[src/hdl/wist_pkg.sv]
// Shared types, constants and register codes for the windowed interval spray timer.
package wist_pkg;

	localparam logic [17:0] SEC_PER_DAY    = 18'd86400;
	localparam logic [16:0] SEC_PER_HOUR   = 17'd3600;
	localparam logic [16:0] SEC_PER_MINUTE = 17'd60;
	localparam logic [10:0] MIN_PER_HOUR   = 11'd60;
	localparam logic [6:0]  MAX_SPRAY_SEC  = 7'd99;
	localparam logic [3:0]  MAX_INTERVAL_H = 4'd12;

	localparam int CFG_IDX_W  = 3;
	localparam int CFG_DATA_W = 7;

	typedef enum logic [CFG_IDX_W-1:0] {
		REG_AUTO_ENABLE       = 3'd0,
		REG_WINDOW_ON_HOUR    = 3'd1,
		REG_WINDOW_ON_MINUTE  = 3'd2,
		REG_WINDOW_OFF_HOUR   = 3'd3,
		REG_WINDOW_OFF_MINUTE = 3'd4,
		REG_INTERVAL_HOURS    = 3'd5,
		REG_SPRAY_SECONDS     = 3'd6
	} reg_idx_t;

	typedef struct packed {
		logic       relay_now;
		logic [4:0] tick_hour;
		logic [5:0] tick_minute;
		logic [5:0] tick_second;
	} in_t;

	typedef struct packed {
		logic relay_wanted;
		logic relay_change;
		logic range_error;
	} out_t;

	// Settings as the decision logic sees them, derived from the registers.
	typedef struct packed {
		logic        auto_enable;
		logic        range_bad;
		logic [10:0] on_min;
		logic [10:0] off_min;
		logic [15:0] gap_seconds;
		logic [6:0]  spray_seconds;
	} cfg_t;

	// One request held in the input stage, time already folded to minutes and seconds.
	typedef struct packed {
		logic        relay_now;
		logic [10:0] now_min;
		logic [16:0] now_sec;
	} tick_t;

endpackage

[src/hdl/wist_cfg.sv]
// Configuration register file and derived window and interval settings.
module wist_cfg
	import wist_pkg::*;
(
	input  logic                  clk,
	input  logic                  arst_n,
	input  logic                  wr_en,
	input  logic [CFG_IDX_W-1:0]  wr_index,
	input  logic [CFG_DATA_W-1:0] wr_data,
	output cfg_t                  cfg
);

	logic       auto_enable_q;
	logic [4:0] on_hour_q;
	logic [5:0] on_minute_q;
	logic [4:0] off_hour_q;
	logic [5:0] off_minute_q;
	logic [3:0] interval_hours_q;
	logic [6:0] spray_seconds_q;

	always_ff @(posedge clk or negedge arst_n) begin
		if (!arst_n) begin
			auto_enable_q    <= 1'b0;
			on_hour_q        <= '0;
			on_minute_q      <= '0;
			off_hour_q       <= '0;
			off_minute_q     <= '0;
			interval_hours_q <= 4'd1;
			spray_seconds_q  <= 7'd1;
		end else if (wr_en) begin
			unique case (reg_idx_t'(wr_index))
				REG_AUTO_ENABLE:       auto_enable_q    <= wr_data[0];
				REG_WINDOW_ON_HOUR:    on_hour_q        <= wr_data[4:0];
				REG_WINDOW_ON_MINUTE:  on_minute_q      <= wr_data[5:0];
				REG_WINDOW_OFF_HOUR:   off_hour_q       <= wr_data[4:0];
				REG_WINDOW_OFF_MINUTE: off_minute_q     <= wr_data[5:0];
				REG_INTERVAL_HOURS:    interval_hours_q <= wr_data[3:0];
				REG_SPRAY_SECONDS:     spray_seconds_q  <= wr_data[6:0];
				default: ;
			endcase
		end
	end

	always_comb begin
		cfg.auto_enable   = auto_enable_q;
		cfg.range_bad     = (spray_seconds_q == 7'd0) || (spray_seconds_q > MAX_SPRAY_SEC) ||
		                    (interval_hours_q == 4'd0) || (interval_hours_q > MAX_INTERVAL_H);
		cfg.on_min        = 11'(on_hour_q) * MIN_PER_HOUR + 11'(on_minute_q);
		cfg.off_min       = 11'(off_hour_q) * MIN_PER_HOUR + 11'(off_minute_q);
		cfg.gap_seconds   = 16'(17'(interval_hours_q) * SEC_PER_HOUR);
		cfg.spray_seconds = spray_seconds_q;
	end

endmodule

[src/hdl/wist_decide.sv]
// Per-tick relay decision and next spray mark.
module wist_decide
	import wist_pkg::*;
(
	input  tick_t       tick,
	input  cfg_t        cfg,
	input  logic [16:0] mark,
	output out_t        result,
	output logic        mark_we,
	output logic [16:0] mark_next
);

	logic        win_open;
	logic [17:0] wrap_sum;
	logic [17:0] elapsed;
	logic        wanted;
	logic        err;

	always_comb begin
		if (cfg.on_min == cfg.off_min) begin
			win_open = 1'b0;
		end else if (cfg.on_min < cfg.off_min) begin
			win_open = (tick.now_min >= cfg.on_min) && (tick.now_min < cfg.off_min);
		end else begin
			win_open = (tick.now_min >= cfg.on_min) || (tick.now_min < cfg.off_min);
		end
	end

	// Elapsed seconds since the mark, across midnight; saturate at zero.
	always_comb begin
		wrap_sum = SEC_PER_DAY + 18'(tick.now_sec);
		if (tick.now_sec >= mark) begin
			elapsed = 18'(tick.now_sec - mark);
		end else if (wrap_sum >= 18'(mark)) begin
			elapsed = wrap_sum - 18'(mark);
		end else begin
			elapsed = '0;
		end
	end

	always_comb begin
		wanted    = tick.relay_now;
		err       = 1'b0;
		mark_we   = 1'b0;
		mark_next = tick.now_sec;
		if (!cfg.auto_enable) begin
			wanted = tick.relay_now;
		end else if (cfg.range_bad) begin
			err = 1'b1;
		end else if (!win_open) begin
			wanted    = 1'b0;
			mark_we   = 1'b1;
			mark_next = '0;
		end else if (mark == 17'd0) begin
			wanted  = 1'b1;
			mark_we = 1'b1;
		end else if (tick.relay_now) begin
			if (elapsed >= 18'(cfg.spray_seconds)) begin
				wanted  = 1'b0;
				mark_we = 1'b1;
			end
		end else if (elapsed >= 18'(cfg.gap_seconds)) begin
			wanted  = 1'b1;
			mark_we = 1'b1;
		end
		result.relay_wanted = wanted;
		result.relay_change = wanted ^ tick.relay_now;
		result.range_error  = err;
	end

endmodule

[src/hdl/windowed_interval_spray_timer_top.sv]
// Top level of the windowed interval spray timer: input stage, mark register, result register.
//
// Each request is one time-of-day tick plus the present relay state, and yields exactly one
// result: the wanted relay state, a change flag and a range error flag. The block takes one
// request per clock cycle while the result side is not stalled. A request is registered in
// the input stage, and its result is loaded into the result register once that register is
// free or being drained. The spray mark register is read and rewritten in the cycle a
// request leaves the input stage, so the next request already sees the updated mark. The
// input stage converts the tick to minutes and seconds of the day; the decision logic
// compares against the daily window (which may span midnight; equal on and off times keep
// it closed) and against the spray length and interval, with midnight rollover of the
// elapsed time. The result register holds a stalled result while the input stage still
// takes one more request. Write configuration only while no request is in flight; writes
// are always taken (cfg_ready high).
module windowed_interval_spray_timer_top
	import wist_pkg::*;
(
	input  logic                  clk,
	input  logic                  arst_n,
	input  logic                  in_valid,
	output logic                  in_stall,
	input  in_t                   in_data,
	output logic                  out_valid,
	input  logic                  out_stall,
	output out_t                  out_data,
	input  logic                  cfg_valid,
	output logic                  cfg_ready,
	input  logic [CFG_IDX_W-1:0]  cfg_index,
	input  logic [CFG_DATA_W-1:0] cfg_data
);

	cfg_t        cfg;
	logic        valid_s1;
	tick_t       tick_s1;
	logic [16:0] mark_q;
	logic        out_valid_q;
	out_t        out_data_q;
	out_t        result;
	logic        mark_we;
	logic [16:0] mark_next;
	logic        advance;
	logic        in_take;

	assign cfg_ready = 1'b1;

	wist_cfg u_cfg (
		.clk      (clk),
		.arst_n   (arst_n),
		.wr_en    (cfg_valid && cfg_ready),
		.wr_index (cfg_index),
		.wr_data  (cfg_data),
		.cfg      (cfg)
	);

	// Move the staged request on whenever the result register is free or being drained.
	assign advance  = !out_valid_q || !out_stall;
	assign in_stall = valid_s1 && !advance;
	assign in_take  = in_valid && !in_stall;

	// Input stage: fold the tick into minute of day and second of day.
	always_ff @(posedge clk or negedge arst_n) begin
		if (!arst_n) begin
			valid_s1 <= 1'b0;
		end else if (advance || !valid_s1) begin
			valid_s1 <= in_valid;
		end
	end

	always_ff @(posedge clk) begin
		if (in_take) begin
			tick_s1.relay_now <= in_data.relay_now;
			tick_s1.now_min   <= 11'(in_data.tick_hour) * MIN_PER_HOUR +
			                     11'(in_data.tick_minute);
			tick_s1.now_sec   <= 17'(in_data.tick_hour) * SEC_PER_HOUR +
			                     17'(in_data.tick_minute) * SEC_PER_MINUTE +
			                     17'(in_data.tick_second);
		end
	end

	wist_decide u_decide (
		.tick      (tick_s1),
		.cfg       (cfg),
		.mark      (mark_q),
		.result    (result),
		.mark_we   (mark_we),
		.mark_next (mark_next)
	);

	// Update the mark as the request leaves the input stage.
	always_ff @(posedge clk or negedge arst_n) begin
		if (!arst_n) begin
			mark_q <= '0;
		end else if (valid_s1 && advance && mark_we) begin
			mark_q <= mark_next;
		end
	end

	// Result register: hold while stalled.
	always_ff @(posedge clk or negedge arst_n) begin
		if (!arst_n) begin
			out_valid_q <= 1'b0;
		end else if (advance) begin
			out_valid_q <= valid_s1;
		end
	end

	always_ff @(posedge clk) begin
		if (advance && valid_s1) begin
			out_data_q <= result;
		end
	end

	assign out_valid = out_valid_q;
	assign out_data  = out_data_q;

	a_stall_cause: assert property (@(posedge clk) disable iff (!arst_n)
		in_stall |-> (valid_s1 && out_valid_q && out_stall))
		else $error("input stalled without a blocked result");

	a_err_no_change: assert property (@(posedge clk) disable iff (!arst_n)
		(out_valid && out_data.range_error) |-> !out_data.relay_change)
		else $error("range error result requests a relay change");

	a_disabled_mark: assert property (@(posedge clk) disable iff (!arst_n)
		(valid_s1 && advance && !cfg.auto_enable) |=> $stable(mark_q))
		else $error("mark moved while automation disabled");

	a_closed_off: assert property (@(posedge clk) disable iff (!arst_n)
		(valid_s1 && advance && mark_we && (mark_next == 17'd0) && !result.relay_wanted)
		|=> (out_valid_q && !out_data_q.relay_wanted))
		else $error("mark cleared but result lost");

endmodule

[config.mk]
export PLATFORM = sky130hd
export DESIGN_NAME = windowed_interval_spray_timer_top
export DESIGN_NICKNAME = d
export VERILOG_FILES = /design/src/hdl/wist_pkg.sv /design/src/hdl/wist_cfg.sv /design/src/hdl/wist_decide.sv /design/src/hdl/windowed_interval_spray_timer_top.sv
export SDC_FILE = /design/constraint.sdc
export NUM_CORES = 1
export LEC_CHECK = 0
export ABC_CLOCK_PERIOD_IN_PS = 5500
export BUFFER_PORTS_ARGS = -buffer_cell sky130_fd_sc_hd__buf_2
export CAP_MARGIN = 30
export CORE_AREA = 2 2 126 251
export DETAILED_ROUTE_END_ITERATION = 12
export DIE_AREA = 0 0 128 253
export GPL_TIMING_DRIVEN = 0
export HOLD_SLACK_MARGIN = 0.06
export SYNTH_ARGS = -nofsm -noshare
export SYNTH_HDL_FRONTEND = slang
export SYNTH_HIERARCHICAL = 1
export SYNTH_SLANG_ARGS = --single-unit
[constraint.sdc]
create_clock -name clk -period 5.5 [get_ports clk]
set_input_delay 1.65 -clock clk [delete_from_list [all_inputs] [get_ports clk]]
set_output_delay 1.65 -clock clk [all_outputs]
set_load 0.05 [all_outputs]
==> results of run 1 <==
==> worst max-delay path: cells and delay by family, from the launching register on <==
kind            cells  cell delay [ns]
buf+inv             5             0.56
compound gates      4             0.82
flops               1             0.43
mux                 1             0.27
fa+ha+maj           5             2.06
simple gates        8             1.16
xor+xnor            1             0.23
==> synth_stat cells (14+ instances only) <==
cell type,number,area share [%]
dfrtp_1,51,12
edfxtp_1,32,9.1
nor2b_1,26,1.5
fa_1,41,7.8
buf_4,14,0.99
nand2b_1,14,0.83
nand3_1,16,0.76
a21oi_1,73,3.4
a21o_1,30,2.1
nor3_1,14,0.66
mux2_2,47,5.0
inv_1,159,5.6
o21ai_0,38,1.8
nor2_1,58,2.1
ha_1,192,23
nand2_1,49,1.7
xor2_1,30,2.5
xnor2_1,53,4.4
==> per-stage QoR <==
step	hold WS [ns]	instances
6_report	0.498	1582
5_1_grt	0.543	1582
4_1_cts	0.501	1572
3_5_place_dp	0.480	1535
3_3_place_gp	0.462	1533
2_1_floorplan	0.449	1125
==> routing by layer <==
layer  global-route usage (%)  routed length (µm)
met1                     19.1               10800
met2                     27.7               12500
met3                     2.13                 751
met4                     4.46                 499
met5                        0                  22
==> state kept, by name, summed over array words and instances (netlist names) <==
name	cells
out_data	3
u_cfg/interval_hours_q	4
u_cfg/auto_enable_q	1
u_cfg/on_minute_q	6
u_cfg/spray_seconds_q	7
u_cfg/off_minute_q	6
mark_q	17
u_cfg/off_hour_q	5
out_valid	1
u_cfg/on_hour_q	5
valid_s1	1
tick_s1	29
==> kinds of logic (layout without fill, tap and decap cells) <==
kind of cell	count (synthesis)	in the layout	synth area share, %
other	2	6	0.0709
buffers and inverters	184	269	7.11
adder cells (fa/ha/maj)	233	233	30.4
AND/OR/NAND/NOR	242	242	12.5
flip-flops	85	85	21.6
multiplexers	50	50	5.28
AO/OA/AOI/OAI	242	242	16.1
XOR/XNOR	83	83	6.86
==> worst max-delay path by stage <==
| stage | from | slack (ns) | end |
|---|---|---|---|
| 4_1_cts | u_cfg/on_hour_q[0] | -0.16 | mark_q[4] |
| 3_3_place_gp | u_cfg/on_hour_q[0] | -0.96 | mark_q[8] |
| 5_1_grt | u_cfg/on_hour_q[0] | -0.40 | mark_q[4] |
| 2_1_floorplan | in_data[9] | 0.009 | tick_s1[16] |
| 6_report | u_cfg/on_hour_q[0] | -0.18 | mark_q[4] |
| 3_5_place_dp | tick_s1[7] | -1.10 | mark_q[12] |
==> final cells by class <==
cell class                 count  area [µm²]  area share [%]
buffer                        24         164            1.33
clock buffer                  10         250            2.03
clock inverter                 6        51.3           0.415
inverter                     159         601            4.86
multi-input combinational    856        8010            64.8
sequential                    85        2290            18.6
tap                          372         465            3.77
timing repair buffer          70         517            4.18
==> what timing repair did <==
| item | CTS | global route |
|---|---|---|
| endpoints found under the setup margin | 23 | 23 |
| setup buffers | 21 | 10 |
| pin swaps | 35 | 39 |
| endpoints found under the hold margin | 0 | 0 |
| resized for setup | 73 | 40 |
| cloned | 1 | 0 |
==> results.ini, run 1 <==
[status]
status = complete, but fails checks
violations = negative setup slack

[synth]
synth_flop_cell = dfrtp_1
yosysWarnings = 6
synth-seq-cells = 85
synth_area_per_cell_um2 = 9.45
synthArstFlopShare_pct = 62.4
synth-edff-count = 32
netlist_instances = 1121
synth_cell_type_count = 88
ys_seq_area_share_pct = 21.6
syn_area_um2 = 10600

[cts]
hold_buffers = 0
cts_buffers = 9
cts-root-buf = clkbuf_16
clkSinkCount = 85
tritoncts = built
htree_levels = 3
cts.clk_slew.worst_paths_ns = 0.07
clockBufferDepth = 2
clk_latency_ns = 0.35

[final_layout]
nets = 1471
drive_above_1_share_pct = 22.3
layout_commonest_cell = ha_1
layout_common_cells = 183 x ha_1, 150 x inv_1, 64 x a21oi_1
post-route-util_pct = 40.5
n_antenna_cell = 0
area_growth_pct = 16.6
design_area_um2 = 12300
fillers = 3012

[setup_path]
r2r-end = mark_q[4]
worstRegToRegCells = 24
regToRegSetupSlack_ns = -0.18
critical_path.cell_chain = fa_1 -> inv_1 -> fa_2 -> fa_1 -> inv_2 -> ha_4 -> nand2_2 -> o21ai_2 -> nand2b_1 -> nor4b_4 -> xor2_1 -> inv_1 -> ha_4 -> and3_4 -> a311oi_2 -> buf_4 -> o221ai_4 -> nand2_2 -> nor2_1 -> and4b_2 -> a211oi_4 -> nand2_4 -> buf_6 -> mux2_2
criticalPathCategory = flop to flop
worst_path_largest_cell_delay_ns = 0.57
worst_setup_path_end_kind = flop
cp-start-kind = flop
slowest_stage = fa_1
path_max_fanout = 7
worst_r2r_startpoint = u_cfg/on_hour_q[0]
crit_required_ns = 5.72
cp.arrival_ns = 5.91

[routing]
vias = 8184
vias_per_cell = 5.17
drc = 0
post_drt_wl_per_cell_um = 15.5
detail-route-antenna-nets = 0
routed_wl_um = 24500
drt_iter0_markers = 353
first_pass_iters = 5

[global_routing]
grt_pass1_vias = 8498
grt_max_degree = 37
grt_pass1_wl_um = 40900
overflow = 0
grt_usage_pct = 15.4
antenna_found_initial = 2

[floorplanning]
die_h_um = 253
dieArea_um2 = 32400
row_count = 91
pin_count = 39
die_x_um = 128
initial_core_util_pct = 34.7
core_area_um2 = 30500

[placement]
finalWeightedCongestion = 0.903
dp_slack_ns = -1.10
placed_area_um2 = 11300
port_buffers = 36
dp_hpwl_um = 19900

[sta]
skew_ns = 0.00904
finalWorstSetupSlack_ns = -0.185
hold_viol_final = 0
finalSetupTns_ns = -2.91
fin_crit_ns = 5.68
worst_pin_slew_ns = 0.605
finalSetupViolCount = 17
max_freq_mhz = 176
drv_slew = 0
fin_crit_sh_pct = 103
slew_headroom_pct = 59.5
rsz0062_at_grt = true

[worst_hold_path]
holdCritStartpoint = valid_s1
min_to = out_valid
min_path_type = flop to flop
whs_path_depth = 1

[flow_run]
maxCapViolations = 0

Power of run 1 is not shown: default switching activity piles up to over one toggle a cycle in this logic, so the estimate is an artifact.
==> run 2, diff against run 1 <==
PLACE_DENSITY = 0.54   (was unset)
==> run 2 against run 1 <==
  * The run still ends with negative setup slack left
  * Sequential cell count stayed put
  * Clock skew is 0.0036 ns higher
  * Routed wire length is 1.0% higher
  * Critical endpoint is now mark_q[8]
  * Largest cell class unchanged
==> results.ini, run 2 (same netlist as run 1, synthesis figures left out) <==
[status]
status = complete, but fails checks
violations = negative setup slack

[sta]
hold_viol_final = 0  ; unchanged
slew_headroom_pct = 48.2  ; -11 points
max_freq_mhz = 177  ; +0.35%
rsz0062_at_grt = true
finalSetupTns_ns = -2.20  ; +0.705 ns
finalSetupViolCount = 17  ; unchanged
fin_crit_sh_pct = 103  ; -0.36 points
fin_crit_ns = 5.66  ; -0.0199 ns
finalWorstSetupSlack_ns = -0.165  ; +0.0199 ns
skew_ns = 0.0127  ; +0.00364 ns
fin_hold_ws_ns = 0.492  ; -0.00576 ns
worst_pin_slew_ns = 0.776  ; +0.172 ns
drv_slew = 0  ; unchanged

[setup_path]
worstRegToRegCells = 24  ; unchanged
r2r-end = mark_q[8]
regToRegSetupSlack_ns = -0.16  ; +0.02 ns
criticalPathCategory = flop to flop
worst_r2r_startpoint = u_cfg/on_hour_q[0]
cp_top_family = adder cells
crit_required_ns = 5.73  ; about the same
path_max_fanout = 5  ; -2
worst_path_largest_cell_delay_ns = 0.58  ; about the same
cp.arrival_ns = 5.90  ; about the same
cp-start-kind = flop
worst_setup_path_end_kind = flop
slowest_stage = fa_1
crit_buf_inv = 5  ; unchanged
critical_path.cell_chain = fa_1 -> inv_1 -> fa_2 -> fa_1 -> inv_2 -> ha_4 -> nand2_2 -> o21ai_2 -> nand2b_1 -> nor4b_4 -> xor2_1 -> inv_1 -> ha_4 -> and3_4 -> a311oi_2 -> buf_4 -> o221ai_4 -> nand2_4 -> nor2_2 -> and4b_2 -> a211oi_2 -> nand2_2 -> buf_6 -> mux2_4

[worst_hold_path]
whs_path_depth = 1  ; unchanged
holdCritStartpoint = valid_s1
min_to = out_valid
min_path_type = flop to flop

[cts]
clkSinkCount = 85  ; unchanged
cts-root-buf = clkbuf_16
htree_levels = 3  ; unchanged
cts_buffers = 9  ; unchanged
cts.clk_slew.worst_paths_ns = 0.06  ; about the same
clk_latency_ns = 0.35  ; about the same
clockBufferDepth = 2  ; unchanged
tritoncts = built

[final_layout]
area_growth_pct = 17.3
fillers = 2972  ; -1.3%
nets = 1476  ; +0.34%
n_antenna_cell = 0  ; unchanged
layout_common_cells = 179 x ha_1, 149 x inv_1, 66 x a21oi_1
drive_above_1_share_pct = 22.9  ; +0.57 points
top_regs = tick_s1 x29, mark_q x17, u_cfg/spray_seconds_q x7
largest_reg_flops = 29  ; unchanged
layout_commonest_cell = ha_1
top_register = tick_s1

[global_routing]
grt_pass1_wl_um = 41400  ; +1.3%
grt_pass1_vias = 8538  ; +0.47%
grt_max_degree = 36  ; -2.7%
overflow = 0  ; unchanged
antenna_found_initial = 0  ; -2
grt_usage_pct = 15.8  ; +0.33 points

[placement]
dp_slack_ns = -1.15  ; -0.0460 ns
port_buffers = 36  ; unchanged
dp_hpwl_um = 20100  ; +1.3%
finalWeightedCongestion = 0.880  ; -2.6%

[routing]
drc = 0  ; unchanged
first_pass_iters = 4  ; -1
post_drt_wl_per_cell_um = 15.6  ; +0.71%
vias_per_cell = 5.10  ; -1.5%
detail-route-antenna-nets = 0  ; unchanged
routed_wl_um = 24800  ; +1.0%
drt_iter0_markers = 268  ; -24%
vias = 8086  ; -1.2%

[floorplanning]
die_x_um = 128  ; unchanged
pin_count = 39  ; unchanged
initial_core_util_pct = 34.7  ; unchanged
dieArea_um2 = 32400  ; unchanged
die_h_um = 253  ; unchanged
core_area_um2 = 30500  ; unchanged
row_count = 91  ; unchanged

[flow_run]
maxCapViolations = 0  ; unchanged

==> run 2: worst max path at each step <==
stage	from	to	slack [ns]	depth (start not counted)
floorplan	in_data[9]	tick_s1[16]	0.009	18
CTS	u_cfg/on_hour_q[1]	mark_q[8]	-0.26	25
finish	u_cfg/on_hour_q[0]	mark_q[8]	-0.16	24
global route	u_cfg/on_hour_q[0]	mark_q[8]	-0.48	24
detailed placement	tick_s1[7]	mark_q[8]	-1.15	26
global placement	tick_s1[7]	mark_q[8]	-1.04	26
==> run 2: cell type report <==
cell class | count | area [µm²] | share of cell area, %
inverter | 159 | 601 | 4.83
sequential | 85 | 2290 | 18.4
tap | 372 | 465 | 3.75
buffer | 24 | 160 | 1.29
clock buffer | 10 | 229 | 1.84
multi-input combinational | 856 | 8060 | 64.8
timing repair buffer | 75 | 551 | 4.43
clock inverter | 6 | 72.6 | 0.584
==> run 2: layer usage <==
layer / vias to the layer above / routed length, µm / global-route usage (%)
met3: 28 / 567 / 1.73
met4: 0 / 437 / 4.49
li1: 4086 / - / -
met2: 107 / 13100 / 29.5
met5: - / 0 / 0
met1: 3865 / 10600 / 18.8
==> run 2: through the flow <==
| stage | area [µm²] | util, % | std cells |
|---|---|---|---|
| finish | 12400 | 40.7 | 1587 |
| global route | 12400 | 40.7 | 1587 |
| global placement | 11300 | 36.9 | 1533 |
| CTS | 12000 | 39.2 | 1566 |
| detailed placement | 11300 | 37.0 | 1535 |
| floorplan | 10600 | - | 1125 |
==> run 2: repair_timing <==
action | 4_1_cts | 5_1_grt
hold buffers | 0 | 0
pin swaps | 26 | 51
gates resized for setup | 55 | 67
cloned | 1 | 0
buffers inserted | 15 | 21
endpoints found under the setup margin | 23 | 24
Power of run 2 is left out for the same reason.
==> run 3, diff against run 2 <==
ABC_AREA = 1   (was unset)
CORE_AREA = 2 2 131 261   (was 2 2 126 251)
DIE_AREA = 0 0 133 263   (was 0 0 128 253)
PLACE_DENSITY = 0.53   (was 0.54)
==> run 3 against run 2 <==
  * The run now ends clean
  * Utilization is 1.6 points lower
  * First-iteration DRC count is 54% higher
  * Setup slack better by 0.36 ns
  * Critical path type unchanged
==> results.ini, run 3 <==
[synth]
synth_cell_type_count = 53  ; -40%
netlist_instances = 1557  ; +39%
yosys.area.top_type = ha_1
yosys-top-cells-area = ha_1 21%, nand2_1 12%, dfrtp_1 11%, inv_1 10%, edfxtp_1 8.4%
ys_seq_area_share_pct = 20.1  ; -1.5 points
synth-edff-count = 32  ; unchanged
yosysWarnings = 6  ; unchanged
synth.top_cell.area_share_pct = 21.1  ; -1.6 points
synthArstFlopShare_pct = 62.4  ; unchanged
syn_area_um2 = 11400  ; +7.5%
synth_area_per_cell_um2 = 7.31  ; -23%
synth_flop_cell = dfrtp_1
synth-seq-cells = 85  ; unchanged
synth_common_cells = 375 x nand2_1, 304 x inv_1, 192 x ha_1
yosysMostFrequentCell = nand2_1

[final_layout]
multi_input_area_um2 = 7990  ; -0.78%
layout_commonest_cell = nand2_1
n_antenna_cell = 0  ; unchanged
top_regs = tick_s1 x29, mark_q x17, u_cfg/spray_seconds_q x7
drive_above_1_share_pct = 12.5  ; -10 points
layout_common_cells = 370 x nand2_1, 299 x inv_1, 186 x ha_1
fin_cells = 2066  ; +30%
fillers = 3474  ; +17%
design_area_um2 = 12900  ; +3.4%
largest_reg_flops = 29  ; unchanged
top_register = tick_s1
seqCellArea_um2 = 2290  ; about the same
nets = 1895  ; +28%
area_growth_pct = 12.9

[sta]
fin_hold_ws_ns = 0.487  ; -0.00448 ns
fin_crit_sh_pct = 96.4  ; -6.6 points
skew_ns = 0.0115  ; -0.00118 ns
finalSetupViolCount = 0  ; -17
fin_crit_ns = 5.30  ; -0.362 ns
worst_pin_slew_ns = 0.630  ; -0.147 ns
hold_viol_final = 0  ; unchanged
slew_headroom_pct = 56.8  ; +8.6 points
max_freq_mhz = 189  ; +6.8%
drv_slew = 0  ; unchanged

[routing]
drt_iter0_markers = 414  ; +54%
detail-route-antenna-nets = 0  ; unchanged
vias_per_cell = 4.77  ; -6.3%
vias = 9860  ; +22%
drc = 0  ; unchanged
routed_wl_um = 30500  ; +23%
post_drt_wl_per_cell_um = 14.8  ; -5.3%
first_pass_iters = 5  ; +1

[floorplanning]
die_h_um = 263  ; +4.0%
dieArea_um2 = 35000  ; +8.0%
die_x_um = 133  ; +3.9%
core_area_um2 = 32800  ; +7.5%
row_count = 94  ; +3.3%
pin_count = 39  ; unchanged
initial_core_util_pct = 34.7  ; about the same

[setup_path]
cp.arrival_ns = 5.55  ; -0.35 ns
cp-start-kind = flop
worst_path_largest_cell_delay_ns = 0.56  ; -0.02 ns
worst_r2r_startpoint = u_cfg/on_hour_q[1]
r2r-end = mark_q[8]
worstRegToRegCells = 30  ; +25%
worst_setup_path_end_kind = flop
crit_path_end = mark_q[8]
cp_top_family = adder cells
crit_required_ns = 5.74  ; about the same
path_max_fanout = 7  ; +2
slowest_stage = fa_1
cp_num_cells = 30  ; +25%
crit_start = u_cfg/on_hour_q[1]
cpMostUsedCell = nor2_2
criticalPathCategory = flop to flop
regToRegSetupSlack_ns = 0.20  ; +0.36 ns
crit_buf_inv = 5  ; unchanged

[cts]
clkSinkCount = 85  ; unchanged
cts-root-buf = clkbuf_16
tritoncts = built
htree_levels = 3  ; unchanged
clk_latency_ns = 0.37  ; +0.02 ns
cts.clk_slew.worst_paths_ns = 0.07  ; about the same
cts_buffers = 9  ; unchanged
clockBufferDepth = 2  ; unchanged
hold_buffers = 0  ; unchanged

[placement]
finalWeightedCongestion = 0.945  ; +7.4%
port_buffers = 37  ; +2.8%
placed_area_um2 = 12200  ; +7.6%
dp_cells = 2032  ; +32%
dp_hpwl_um = 26300  ; +31%

[global_routing]
antenna_found_initial = 0  ; unchanged
grt_max_degree = 39  ; +8.3%
grt_pass1_vias = 10100  ; +18%
grt_pass1_wl_um = 49500  ; +20%
grt_usage_pct = 18.0  ; +2.2 points
overflow = 0  ; unchanged

[worst_hold_path]
min_path_type = flop to flop

[status]
status = finished, final reports clean

[flow_run]
maxCapViolations = 0  ; unchanged

## run 3: repair_timing
action | 4_1_cts | 5_1_grt
resized for setup | 9 | 45
pin swaps | 0 | 16
endpoints found under the setup margin | 17 | 26
cloned | 0 | 1
buffers inserted | 2 | 16
## run 3: how the worst min path moves through the flow
| stage | startpoint | endpoint | slack, ns | cells past startpoint |
|---|---|---|---|---|
| finish | valid_s1 | out_valid | 0.49 | 2 |
| floorplan | valid_s1 | out_valid | 0.45 | 2 |
| detailed placement | valid_s1 | out_valid | 0.47 | 2 |
| global route | valid_s1 | out_valid | 0.52 | 2 |
| global placement | u_cfg/off_minute_q[1] | u_cfg/off_minute_q[1] | 0.47 | 2 |
| CTS | valid_s1 | out_valid | 0.50 | 2 |
## run 3: kinds of logic (layout without fill, tap and decap cells)
family          count (synthesis)  after routing  share of synthesized area [%]
other cells                     2              6                         0.0660
buf+inv                       333            406                           11.5
compound gates                163            163                           7.89
xor+xnor                       51             51                           3.93
simple gates                  670            670                           25.9
mux                            20             20                           2.29
fa+ha+maj                     233            233                           28.3
flops                          85             85                           20.1
## run 3: area by class of cell
class	instances	area share, %
clock buffers	9	1.75
clock inverters	7	0.594
repair buffers	58	3.08
inverters	313	9.22
plain buffers	19	1.12
multi-input cells	1143	62.2
flip-flops and latches	85	17.8
well taps	432	4.21
## run 3: layer usage
layer  up-vias  GRT usage (%)  wire length, µm
li1       5099              -                -
met1      4575           16.0            10200
met2       122           38.1            18400
met3        64           1.58              450
met4         0           9.39             1520
met5         -              0                0
## run 3: stage by stage
stage / setup WS (ns) / util [%] / TNS, ns
floorplan: 0.338 / - / 0
global placement: -0.319 / 36.9 / -2.50
detailed placement: -0.363 / 37.1 / -3.88
CTS: 0.0214 / 38.1 / 0
global route: -0.0495 / 39.2 / -0.515
finish: 0.197 / 39.2 / 0
## run 3: worst register-to-register path: cells and delay by family (launching register included)
kind / cells / cell delay, ns
fa+ha+maj: 5 / 2.03
simple gates: 16 / 1.48
compound gates: 3 / 0.47
buf+inv: 5 / 0.46
flops: 1 / 0.44
mux: 1 / 0.29
Power of run 3 is left out for the same reason.
